File: config.mk
export PLATFORM = sky130hd
export DESIGN_NAME = lsmt_ctrl
export DESIGN_NICKNAME = d
export VERILOG_FILES = /design/src/rtl/linear_sieve_multiplicative_tables_defines.svh /design/src/rtl/lsmt_pkg.sv /design/src/rtl/lsmt_ctrl.sv
export SDC_FILE = /design/constraint.sdc
export NUM_CORES = 1
export LEC_CHECK = 0
export BUFFER_PORTS_ARGS = -buffer_cell sky130_fd_sc_hd__buf_4
export CORE_MARGIN = 4
export CORE_UTILIZATION = 29
export DETAILED_ROUTE_END_ITERATION = 10
export GPL_ROUTABILITY_DRIVEN = 0
export SETUP_SLACK_MARGIN = 0.3
export SYNTH_ARGS = -nofsm -noshare
export SYNTH_HDL_FRONTEND = slang
export SYNTH_SLANG_ARGS = --single-unit
File: constraint.sdc
create_clock -name clk -period 1.8 [get_ports clk]
set_clock_uncertainty 0.1 [all_clocks]
set_input_delay 0.18 -clock clk [delete_from_list [all_inputs] [get_ports clk]]
set_output_delay 0.18 -clock clk [all_outputs]
set_load 0.01 [all_outputs]
File: src/rtl/linear_sieve_multiplicative_tables_defines.svh
// assertion macros for the linear sieve engine
`ifndef LINEAR_SIEVE_MULTIPLICATIVE_TABLES_DEFINES_SVH
`define LINEAR_SIEVE_MULTIPLICATIVE_TABLES_DEFINES_SVH

// same-cycle implication, checked outside reset
`define LSMT_ASSERT_NOW(lbl, ant, con, msg) \
	lbl: assert property (@(posedge clk) disable iff (!arst_n) (ant) |-> (con)) else $error(msg);

// next-cycle implication, checked outside reset
`define LSMT_ASSERT_NEXT(lbl, ant, con, msg) \
	lbl: assert property (@(posedge clk) disable iff (!arst_n) (ant) |=> (con)) else $error(msg);

`endif

File: src/rtl/lsmt_pkg.sv
// shared types and constants of the linear sieve engine
package lsmt_pkg;
	localparam int TABLE_DEPTH = 65536;
	localparam int TABLE_AW = 16;
	localparam int PRIME_LIST_DEPTH = 8192;
	localparam int PRIME_AW = 13;
	localparam int BOUND_W = 17;
	localparam int COUNT_W = PRIME_AW + 1;
	localparam logic [BOUND_W-1:0] RANGE_EXTRA = 17'd10;
	localparam logic [15:0] LIMIT_RESET = 16'd65526;
	localparam logic signed [1:0] MOB_NEG = -2'sd1;
	localparam logic signed [1:0] MOB_POS = 2'sd1;

	typedef struct packed {
		logic [15:0] fac;
		logic signed [1:0] mob;
		logic [15:0] tot;
		logic [4:0] expo;
		logic [15:0] pp;
		logic [21:0] dsum;
		logic [15:0] rest;
	} entry_t;

	localparam int ENTRY_W = $bits(entry_t);

	typedef enum logic [4:0] {
		OP_NONE,
		OP_QUERY_START,
		OP_QUERY_LOAD,
		OP_BUILD_START,
		OP_CLEAR,
		OP_SIEVE_INIT,
		OP_FINISH,
		OP_OUT_RD,
		OP_OUT_CHK,
		OP_IN_RD,
		OP_IN_U,
		OP_IN_MUL,
		OP_IN_M1,
		OP_IN_WRN,
		OP_IN_PP,
		OP_IN_DS,
		OP_IN_WRD,
		OP_NEXT_I
	} op_t;

	typedef struct packed {
		op_t op;
		logic in_ready;
	} cmd_t;

	typedef struct packed {
		logic out_free;
		logic clear_last;
		logic i_end;
		logic k_end;
		logic prod_ge;
		logic div;
	} status_t;
endpackage

File: src/rtl/lsmt_ctrl.sv
// sequencer of the sieve engine
module lsmt_ctrl import lsmt_pkg::*; (
	input  logic    clk,
	input  logic    arst_n,
	input  logic    in_valid,
	input  logic    in_kind,
	input  status_t st,
	output cmd_t    cmd
);
	typedef enum logic [3:0] {
		S_IDLE, S_QHOLD, S_CLEAR, S_INIT, S_TOP, S_CHK, S_IRD, S_IU, S_IMUL,
		S_ICHK, S_M2N, S_M2D, S_M3D, S_WRD
	} state_t;

	state_t state_q, state_d;

	always_comb begin
		state_d = state_q;
		cmd.op = OP_NONE;
		cmd.in_ready = 1'b0;
		case (state_q)
			S_IDLE: begin
				cmd.in_ready = 1'b1;
				if (in_valid) begin
					if (in_kind) begin
						cmd.op = OP_QUERY_START;
						state_d = S_QHOLD;
					end else begin
						cmd.op = OP_BUILD_START;
						state_d = S_CLEAR;
					end
				end
			end
			S_QHOLD: begin
				if (st.out_free) begin
					cmd.op = OP_QUERY_LOAD;
					state_d = S_IDLE;
				end
			end
			S_CLEAR: begin
				cmd.op = OP_CLEAR;
				if (st.clear_last) begin
					state_d = S_INIT;
				end
			end
			S_INIT: begin
				cmd.op = OP_SIEVE_INIT;
				state_d = S_TOP;
			end
			S_TOP: begin
				if (st.i_end) begin
					cmd.op = OP_FINISH;
					state_d = S_IDLE;
				end else begin
					cmd.op = OP_OUT_RD;
					state_d = S_CHK;
				end
			end
			S_CHK: begin
				cmd.op = OP_OUT_CHK;
				state_d = S_IRD;
			end
			S_IRD: begin
				if (st.k_end) begin
					cmd.op = OP_NEXT_I;
					state_d = S_TOP;
				end else begin
					cmd.op = OP_IN_RD;
					state_d = S_IU;
				end
			end
			S_IU: begin
				cmd.op = OP_IN_U;
				state_d = S_IMUL;
			end
			S_IMUL: begin
				cmd.op = OP_IN_MUL;
				state_d = S_ICHK;
			end
			S_ICHK: begin
				if (st.prod_ge) begin
					cmd.op = OP_NEXT_I;
					state_d = S_TOP;
				end else begin
					cmd.op = OP_IN_M1;
					state_d = st.div ? S_M2D : S_M2N;
				end
			end
			S_M2N: begin
				cmd.op = OP_IN_WRN;
				state_d = S_IRD;
			end
			S_M2D: begin
				cmd.op = OP_IN_PP;
				state_d = S_M3D;
			end
			S_M3D: begin
				cmd.op = OP_IN_DS;
				state_d = S_WRD;
			end
			S_WRD: begin
				cmd.op = OP_IN_WRD;
				state_d = S_TOP;
			end
			default: begin
				state_d = S_IDLE;
			end
		endcase
	end

	always_ff @(posedge clk or negedge arst_n) begin
		if (!arst_n) begin
			state_q <= S_IDLE;
		end else begin
			state_q <= state_d;
		end
	end
endmodule

Word level (Yosys, flattened, before mapping). Index checks and enable logic that the tools add are counted.

Bits in registers: 4. Input bits: 10. Output and inout bits: 6. Word-level logic and storage cells: 38.

Eq/ne operators: 16. Multiplexer cells: 17. Reductions and logical operators: 4.

Operators with widths (number): case mux 5 bit (14 select lines) (1); case mux 4 bit (12 select lines) (1); equality test 4 bit, second input constant (6); equality test 4 x 3 -> 1 bit, second input constant (4); two-way mux 4 bit (4); two-way mux 2 bit (5); two-way mux 5 bit (2); equality test 4 x 2 -> 1 bit, second input constant (2); != test 2 bit, second input constant (3); equality test 4 x 1 -> 1 bit, second input constant (1); zero test 4 bit (1); OR reduction 2 bit (2); two-way mux 1 bit (3); two-way mux 3 bit (1); AND reduction 3 bit (1).

Depth between registers and ports, before layout. Gate-level depths: netlist of the first run.

Word-level depth: 3. Gate-level depth with buffers: 6. Depth with buffers taken out: 4.

Least setup slack after synthesis of the first run. OpenSTA, ideal clock, no wires.

Path kind: register to output. Start: register state_q[0]. End: output port cmd[1] (netlist name). Arrival time: 1.089 ns. Required time: 1.520 ns. Path slack: 0.431 ns. Stages on the path, launching flop included: 7. Path buffers: 2. Cells stage by stage: dfrtp_1 > buf_2 > buf_4 > xnor2_1 > o21ai_0 > o21ai_1 > o21ai_0.

RTL lines: from (decl) (line lsmt_ctrl.sv:15) `state_t state_q, state_d;`; from (signal assigned) (line lsmt_ctrl.sv:115) `state_q <= state_d;`; to (decl) (line lsmt_ctrl.sv:8) `output cmd_t cmd`.

==> impl_metrics.ini, run 1 <==
[timing]
setup_viol = 0
max_freq_mhz = 595
tns_ns = 0
fin_hold_ws_ns = 0.0802
finalCritPeriodShare_pct = 93.4
final_hold_viol_count = 0
tightestPinTransition_ns = 0.322
fin_crit_ns = 1.68
drv_slew = 0
relSlewSlack_pct = 78.3
rsz0062_at_grt = yes

[worst_hold_path]
worstHoldPathCells = 2
min_path_type = input port to flop

[synthesis]
synth_cells = 75
syn_area_per_cell_um2 = 7.04
synth_area_um2 = 528
synth.top_cell.area_share_pct = 19.0
synth-seq-cells = 4
yosys_warnings = 0
synth.yosys.seq_area_share_pct = 19.0
synth.distinct_cells = 31
syn_nets = 85
yosysTopAreaCell = dfrtp_1
synth_flop_cell = dfrtp_1
async_reset_ff_share_pct = 100
synth-edff-count = 0
synth_area_leaders = dfrtp_1 (19%), o21ai_0 (10%), nor2b_1 (5.9%)

[power_and_ir_drop]
power_mw = 1.81
p_per_area_nw_per_um2 = 1920
peakVddDrop_mv = 0.974
power.leakage_nw = 0.403

[finish]
drive_above_1_share_pct = 56.4
finish.instance_area_um2 = 943
fillers = 163
area_growth_pct = 78.7
regMostFlops = state_q
instances_no_fill = 135
largest_reg_flops = 4
largestRegisters = state_q: 4 flops
num_antenna_cells = 0
nNetsFinal = 122

[drt]
firstDrtPassIters = 4
drt.antenna.violating_nets = 0
routed_wl_mm = 1.86
wl_per_cell_um = 13.8
viasPerCell = 5.25
drt-initial-drc-count = 7
drc = 0
vias = 709

[worst_setup_path]
cp-end-kind = output port
r2r_cells = 5
cp_max_fo = 7
start_kind = flop
arrival_ns = 1.40
r2r_setup_slack_ns = 0.24
crit_required_ns = 1.52
worst-setup-path-type = flop to output port

[global_route]
grt_max_degree = 11
grt_pass1_vias = 652
antenna_found_initial = 0
grt.overflow.total = 0
track_usage_pct = 13.9
grt_pass1_wl_mm = 2.75

[floorplan]
core-area_um2 = 1730
die_w_um = 50.7
boundaryPins = 16
initial_core_util_pct = 30.6
die-area_um2 = 2570
num_rows = 15
die_h_um = 50.7

[placement]
place_inst = 114
placed_area_um2 = 669
io_buffers = 15
dpl.hpwl_mm = 1.11

[cts]
numCtsBuffers = 3
tritoncts = yes
cts.path.max_buffers = 2
clock-sinks = 4
htree_num_levels = 1
clkLatencyLatePin_ns = 0.23
clk_pin_slew_worst_paths_ns = 0.04
cts_root_buf = clkbuf_4

[flow_run]
max-cap-violations = 0

[status]
status = complete, no violations
==> worst max-delay path: stages, from the launching register on <==
cell and delay (ns):
dfrtp_2 0.46, buf_6 0.17, inv_6 0.04, a21o_1 0.16
a21oi_2 0.14, o21ai_1 0.07, buf_4 0.14
==> final cells by class <==
class | instances | area [um^2] | share of cell area [%]
multi-input combinational | 62 | 465 | 49.3
timing repair buffer | 38 | 303 | 32.1
sequential | 4 | 105 | 11.1
tap | 25 | 31.3 | 3.32
clock buffer | 3 | 22.5 | 2.39
inverter | 3 | 16.3 | 1.72
==> power breakdown <==
part	internal (mW)	leakage [nW]	total (mW)	switching, mW
Clock	0.0741	0.0138	0.105	0.0304
Combinational	0.791	0.343	1.48	0.688
Sequential	0.139	0.0463	0.226	0.0868
==> cell usage after synthesis (2+ instances only) <==
cell,number
a21oi_1,2
buf_2,2
buf_4,4
dfrtp_1,4
inv_2,2
nand2_1,8
nand2b_1,2
nand3_1,2
nor2_1,6
nor2b_1,5
nor3_1,3
nor3b_1,2
o21ai_0,11
o21ai_1,4
o31a_1,2
==> final timing paths <==
path	startpoint	end
worst max-delay path	state_q[2]	cmd[1]
worst min-delay path	st[5]	state_q[0]
min in group asynchronous	arst_n	state_q[0]
worst max register to register	state_q[1]	state_q[0]
max in group asynchronous	arst_n	state_q[2]
worst min register to register	state_q[1]	state_q[3]
==> per-stage QoR <==
stage	setup WS [ns]	util, %
2_1_floorplan	0.431	-
3_3_place_gp	0.0930	38.8
3_5_place_dp	0.0962	38.8
4_1_cts	0.150	50.4
5_1_grt	0.0312	54.6
6_report	0.118	54.6
==> kinds of logic (layout without fill, tap and decap cells) <==
kind of cell	count (synthesis)	in the layout	synth area share [%]
compound gates	31	31	41.0
simple gates	30	30	28.7
buf+inv	9	44	9.72
flops	4	4	19.0
xor+xnor	1	1	1.66
==> layout by cell type, fill, tap and decap left out, types with 2 or more instances in the layout <==
cell type / instances
o21ai_0: 6
nand2b_1: 2
clkbuf_4: 3
o21ai_1: 9
nand2_1: 7
buf_4: 33
nor3b_1: 2
nor2b_4: 2
nor2b_1: 2
dfrtp_2: 4
a21oi_2: 2
nor2_4: 3
nor3_2: 2
nor2_1: 2
o31a_1: 2
nand3_1: 2
buf_6: 4
==> repair_timing <==
action	in CTS	in global routing
resized for setup	24	13
buffers inserted	14	3
setup endpoints to repair	8	8
pin swaps	3	5
hold buffers	1	0
endpoints found under the hold margin	4	0
==> per-layer routing <==
| metal | up-vias | GRT usage, % | wire [um] |
|---|---|---|---|
| li1 | 345 | - | - |
| met1 | 336 | 15.9 | 779 |
| met2 | 22 | 23.7 | 939 |
| met3 | 6 | 3.26 | 103 |
| met4 | 0 | 7.17 | 40 |
| met5 | - | 0 | 0 |
Power figures use the tool's default switching activity.
==> inputs of run 2 (changes only) <==
Settings changed: CORE_MARGIN 4 to 1.5, RECOVER_POWER from default to 100.
Clock period 1.8 ns to 1.4 ns, I/O delays scaled along.
==> run 2 against run 1 <==
  * The run now ends with negative setup slack left
  * First-iteration DRC count rose to 5.6 times the previous value
  * Design area rose by 18%
  * Hold slack got worse by 0.055 ns
  * Total power grew 56%
  * Sequential power up 26%
  * Final cell count is 9.6% higher
  * Wire length is 27% higher
  * Setup slack worse by 0.38 ns
  * Non-clock buffer count is 12 higher
  * Sequential share of layout area shrank 1.7 points
  * Combinational power rose by 60%
  * Die area shrank 19%
  * Largest cell class unchanged
==> impl_metrics.ini, run 2 (synthesized netlist as in run 1, its figures left out) <==
[placement]
place_inst = 131
placed_area_um2 = 865
io_buffers = 15
dpl.hpwl_mm = 1.32

[timing]
final_hold_viol_count = 0
max_freq_mhz = 603
rsz0062_at_grt = yes
finalCritPeriodShare_pct = 118
setup_viol = 8
drv_slew = 0
tightestPinTransition_ns = 0.301
fin_crit_ns = 1.66
worst_slack_ns = -0.257
relSlewSlack_pct = 79.9

[floorplan]
initial_core_util_pct = 30.6
boundaryPins = 16
die_h_um = 45.7
num_rows = 15
die-area_um2 = 2090
core-area_um2 = 1730
die_w_um = 45.7

[worst_setup_path]
start_kind = flop
worstSetupPathDepth = 6
cp-end-kind = output port
crit_required_ns = 1.16
r2r_cells = 6
cp_max_fo = 7
rr_endpoint = state_q[0]
r2r_start = state_q[0]
critical_path.cell_chain = buf_6 -> nand2b_4 -> o2bb2ai_4 -> o21ai_2 -> o21ai_1 -> buf_4
arrival_ns = 1.42
worst-setup-path-type = flop to output port
critPathTopFamily = flip-flops
crit_slowest_cell = dfrtp_2
r2r_setup_slack_ns = -0.17
crit_buf_inv = 2
max_stage_delay_ns = 0.45

[cts]
htree_num_levels = 1
cts.path.max_buffers = 2
clkLatencyLatePin_ns = 0.23
tritoncts = yes
numCtsBuffers = 3
clock-sinks = 4
clk_pin_slew_worst_paths_ns = 0.04
cts_root_buf = clkbuf_4

[finish]
final_common_cell = buf_4
finish.instance_area_um2 = 1110
final_cell_mix = buf_4 (40), o21ai_1 (8), nand2_1 (7)
finish.utilization_pct = 64.5
area_growth_pct = 111
num_antenna_cells = 0
regMostFlops = state_q
nNetsFinal = 134
instances_no_fill = 148
largestRegisters = state_q: 4 flops
drive_above_1_share_pct = 65.9
largest_reg_flops = 4

[drt]
wl_per_cell_um = 16.0
viasPerCell = 5.32
drt-initial-drc-count = 39
routed_wl_mm = 2.37
drc = 0
vias = 788
firstDrtPassIters = 4
drt.antenna.violating_nets = 0

[power_and_ir_drop]
p_per_area_nw_per_um2 = 2530
pwr-share-clk_pct = 5.6
power_mw = 2.82
p_int_mw = 1.58
peakVddDrop_mv = 1.46
power.leakage_nw = 0.494
seq_power_share_pct = 10.1
comb_power_share_pct = 84.3
p_sw_mw = 1.23
swShare_pct = 43.8

[worst_hold_path]
worstHoldPathCells = 2
holdPathEnd = state_q[0]
min_path_type = input port to flop
min_from = st[5]

[global_route]
grt_max_degree = 8
track_usage_pct = 26.2
antenna_found_initial = 0
grt.overflow.total = 0
grt_pass1_wl_mm = 3.86
grt_pass1_vias = 845

[flow_run]
max-cap-violations = 0

[status]
status = finished, violations left
failed_checks = negative setup slack
-- run 2: how the worst max path moves through the flow --
stage                from    endpoint  slack, ns
5_1_grt        state_q[2]      cmd[1]      -0.33
6_report       state_q[2]      cmd[1]      -0.26
3_5_place_dp   state_q[2]      cmd[1]      -0.11
3_3_place_gp   state_q[0]      cmd[1]       -0.1
4_1_cts        state_q[2]      cmd[1]      -0.24
2_1_floorplan  state_q[1]  state_q[0]       0.10
-- run 2: final cells by class --
cell class	count	area, um^2
multi-input combinational	62	515
tap	25	31.3
clock buffer	4	26.3
fill	140	613
timing repair buffer	50	422
inverter	3	13.8
sequential	4	105
-- run 2: metrics by stage --
stage,TNS (ns),hold slack [ns],worst slack [ns]
final,-1.66,0.0255,-0.257
after global routing,-2.23,0.0137,-0.326
after CTS,-1.49,0.0213,-0.245
after detailed placement,-0.345,-0.160,-0.112
after global placement,-0.386,-0.159,-0.0983
after floorplan,0,-0.256,0.105
-- run 2: repair_timing --
item                       4_1_cts  5_1_grt
resized for setup               25       10
cloned                           0        0
setup endpoints to repair       10       10
hold endpoints to repair         4        0
hold buffers                     1        0
pin swaps                        7        3
buffers inserted                10        2
-- run 2: power groups by stage --
stage | Sequential [mW] | Clock, mW | Combinational (mW)
after global routing | 0.287 | 0.184 | 2.53
after floorplan | 0.221 | 0 | 1.07
final | 0.284 | 0.159 | 2.37
after CTS | 0.277 | 0.162 | 2.16
after detailed placement | 0.305 | 0 | 1.69
after global placement | 0.303 | 0 | 1.69
-- run 2: layer usage --
| layer | vias up | wire length [um] | track usage [%] |
|---|---|---|---|
| li1 | 373 | - | - |
| met1 | 369 | 953 | 33.4 |
| met2 | 44 | 1210 | 40.8 |
| met3 | 2 | 184 | 5.56 |
| met4 | 0 | 17 | 14.1 |
| met5 | - | 0 | 0 |
==> inputs of run 3 (changes only) <==
Settings changed: HOLD_SLACK_MARGIN from default to 0.1.
Clock period 1.4 ns to 1.7 ns, I/O delays scaled along.
==> run 3 against run 2 <==
  * The run now ends clean
  * First-iteration DRC count decreased by 31%
  * Largest power group unchanged
  * Via count down 4.1%
  * Critical path depth stayed put
  * Combinational power shrank 32%
  * Hold slack gained 0.097 ns
==> impl_metrics.ini, run 3 (synthesized netlist as in run 1, its figures left out) <==
[placement]
placed_area_um2 = 712
dpl.hpwl_mm = 1.08
io_buffers = 15
place_inst = 118

[finish]
seq_area_um2 = 105
finish.instance_area_um2 = 997
finish.utilization_pct = 57.8
final_cell_mix = buf_4 (29), o21ai_1 (9), nand2_1 (8), buf_6 (8), o21ai_0 (6)
final_common_cell = buf_4
num_antenna_cells = 0
fillers = 156
largestRegisters = state_q: 4 flops
largest_reg_flops = 4
drive_above_1_share_pct = 58.4
regMostFlops = state_q
nNetsFinal = 125
instances_no_fill = 138
multi_input_area_um2 = 473
area_growth_pct = 88.9

[floorplan]
die_w_um = 45.7
initial_core_util_pct = 30.6
core-area_um2 = 1730
die-area_um2 = 2090
die_h_um = 45.7
num_rows = 15
boundaryPins = 16

[worst_setup_path]
crit_buf_inv = 3
crit_required_ns = 1.43
cp-end-kind = output port
start_kind = flop
critical_path.cell_chain = buf_6 -> inv_4 -> a21o_1 -> a21oi_2 -> o21ai_1 -> buf_4
cp_max_fo = 8
critPathTopFamily = flip-flops
worst-setup-path-type = flop to output port
crit_slowest_cell = dfrtp_2
r2r_start = state_q[3]
crit_path_start = state_q[2]
max_stage_delay_ns = 0.47
arrival_ns = 1.43

[drt]
viasPerCell = 5.48
drt-initial-drc-count = 27
routed_wl_mm = 2.04
drc = 0
firstDrtPassIters = 4
vias = 756
wl_per_cell_um = 14.8
drt.antenna.violating_nets = 0

[cts]
clk_pin_slew_worst_paths_ns = 0.04
clkLatencyLatePin_ns = 0.25
cts.path.max_buffers = 2
htree_num_levels = 1
clock-sinks = 4
cts_root_buf = clkbuf_4
tritoncts = yes
numCtsBuffers = 3

[timing]
tightestPinTransition_ns = 0.316
relSlewSlack_pct = 78.7
max_freq_mhz = 589
drv_slew = 0
rsz0062_at_grt = yes
fin_crit_ns = 1.70
final_hold_viol_count = 0
setup_viol = 0
finalCritPeriodShare_pct = 99.9

[power_and_ir_drop]
p_per_area_nw_per_um2 = 2020
power.leakage_nw = 0.423
peakVddDrop_mv = 0.972

[global_route]
grt_pass1_vias = 676
grt_max_degree = 14
antenna_found_initial = 0
track_usage_pct = 21.5
grt.overflow.total = 0
grt_pass1_wl_mm = 3.15

[worst_hold_path]
min_from = st[4]
min_path_type = input port to flop

[status]
status = complete, no violations

[flow_run]
max-cap-violations = 0
==> run 3: cell types whose count changed in the layout (fill, tap and decap cells not counted), sizes merged <==
cell	previous run	this run
dlygate4sd3	1	2
buf	48	38
clkbuf	5	4
==> run 3: final cells by class <==
cell class / instances / area share (%)
tap: 25 / 3.14
clock buffer: 3 / 2.26
sequential: 4 / 10.5
multi-input combinational: 62 / 47.4
timing repair buffer: 41 / 35.3
inverter: 3 / 1.38
==> run 3: routing by layer <==
metal  vias up  GRT usage (%)  part of all wire (%)  routed length, um
met5         -              0                     0                  0
met4         0           9.41                   2.8                 57
met3         8           5.56                   7.2                146
met2        42           36.6                    52               1060
met1       354           25.0                    38                777
li1        352              -                     -                  -
==> run 3: repair_timing <==
action,in CTS,in global routing
pin swaps,6,6
hold endpoints to repair,5,0
setup endpoints to repair,9,10
resized for setup,25,14
buffers inserted,14,1
hold buffers,2,0
==> run 3: power by group <==
group          leakage, nW  switching [mW]  total (mW)  internal, mW
sequential          0.0463           0.124       0.270         0.147
clock               0.0138          0.0472       0.127        0.0795
combinational        0.363           0.722        1.62         0.895
==> run 3: path summary, 6_finish.rpt <==
check | depth (start not counted) | slack, ns | endpoint
worst min-delay path | 4 | 0.12 | state_q[1]
min in group asynchronous | 2 | 0.18 | state_q[2]
worst max-delay path | 6 | 0.001 | cmd[1]
worst min register to register | 2 | 0.58 | state_q[3]
max in group asynchronous | 2 | 1.10 | state_q[3]
worst max register to register | 5 | 0.12 | state_q[0]
==> run 3: through the flow <==
stage	setup slack, ns	hold slack (ns)	TNS [ns]	total power, mW
floorplan	0.341	-0.226	0	0.909
detailed placement	0.130	-0.132	0	1.28
CTS	0.0307	0.119	0	1.80
global placement	0.156	-0.130	0	1.28
global route	-0.0697	0.149	-0.211	2.15
finish	0.00108	0.122	0	2.01
==> run 3: tightest hold or removal path: cells and delay by family <==
kind,cells,cell delay (ns)
simple gates,2,0.12
buf+inv,1,0.07
compound gates,1,0.06
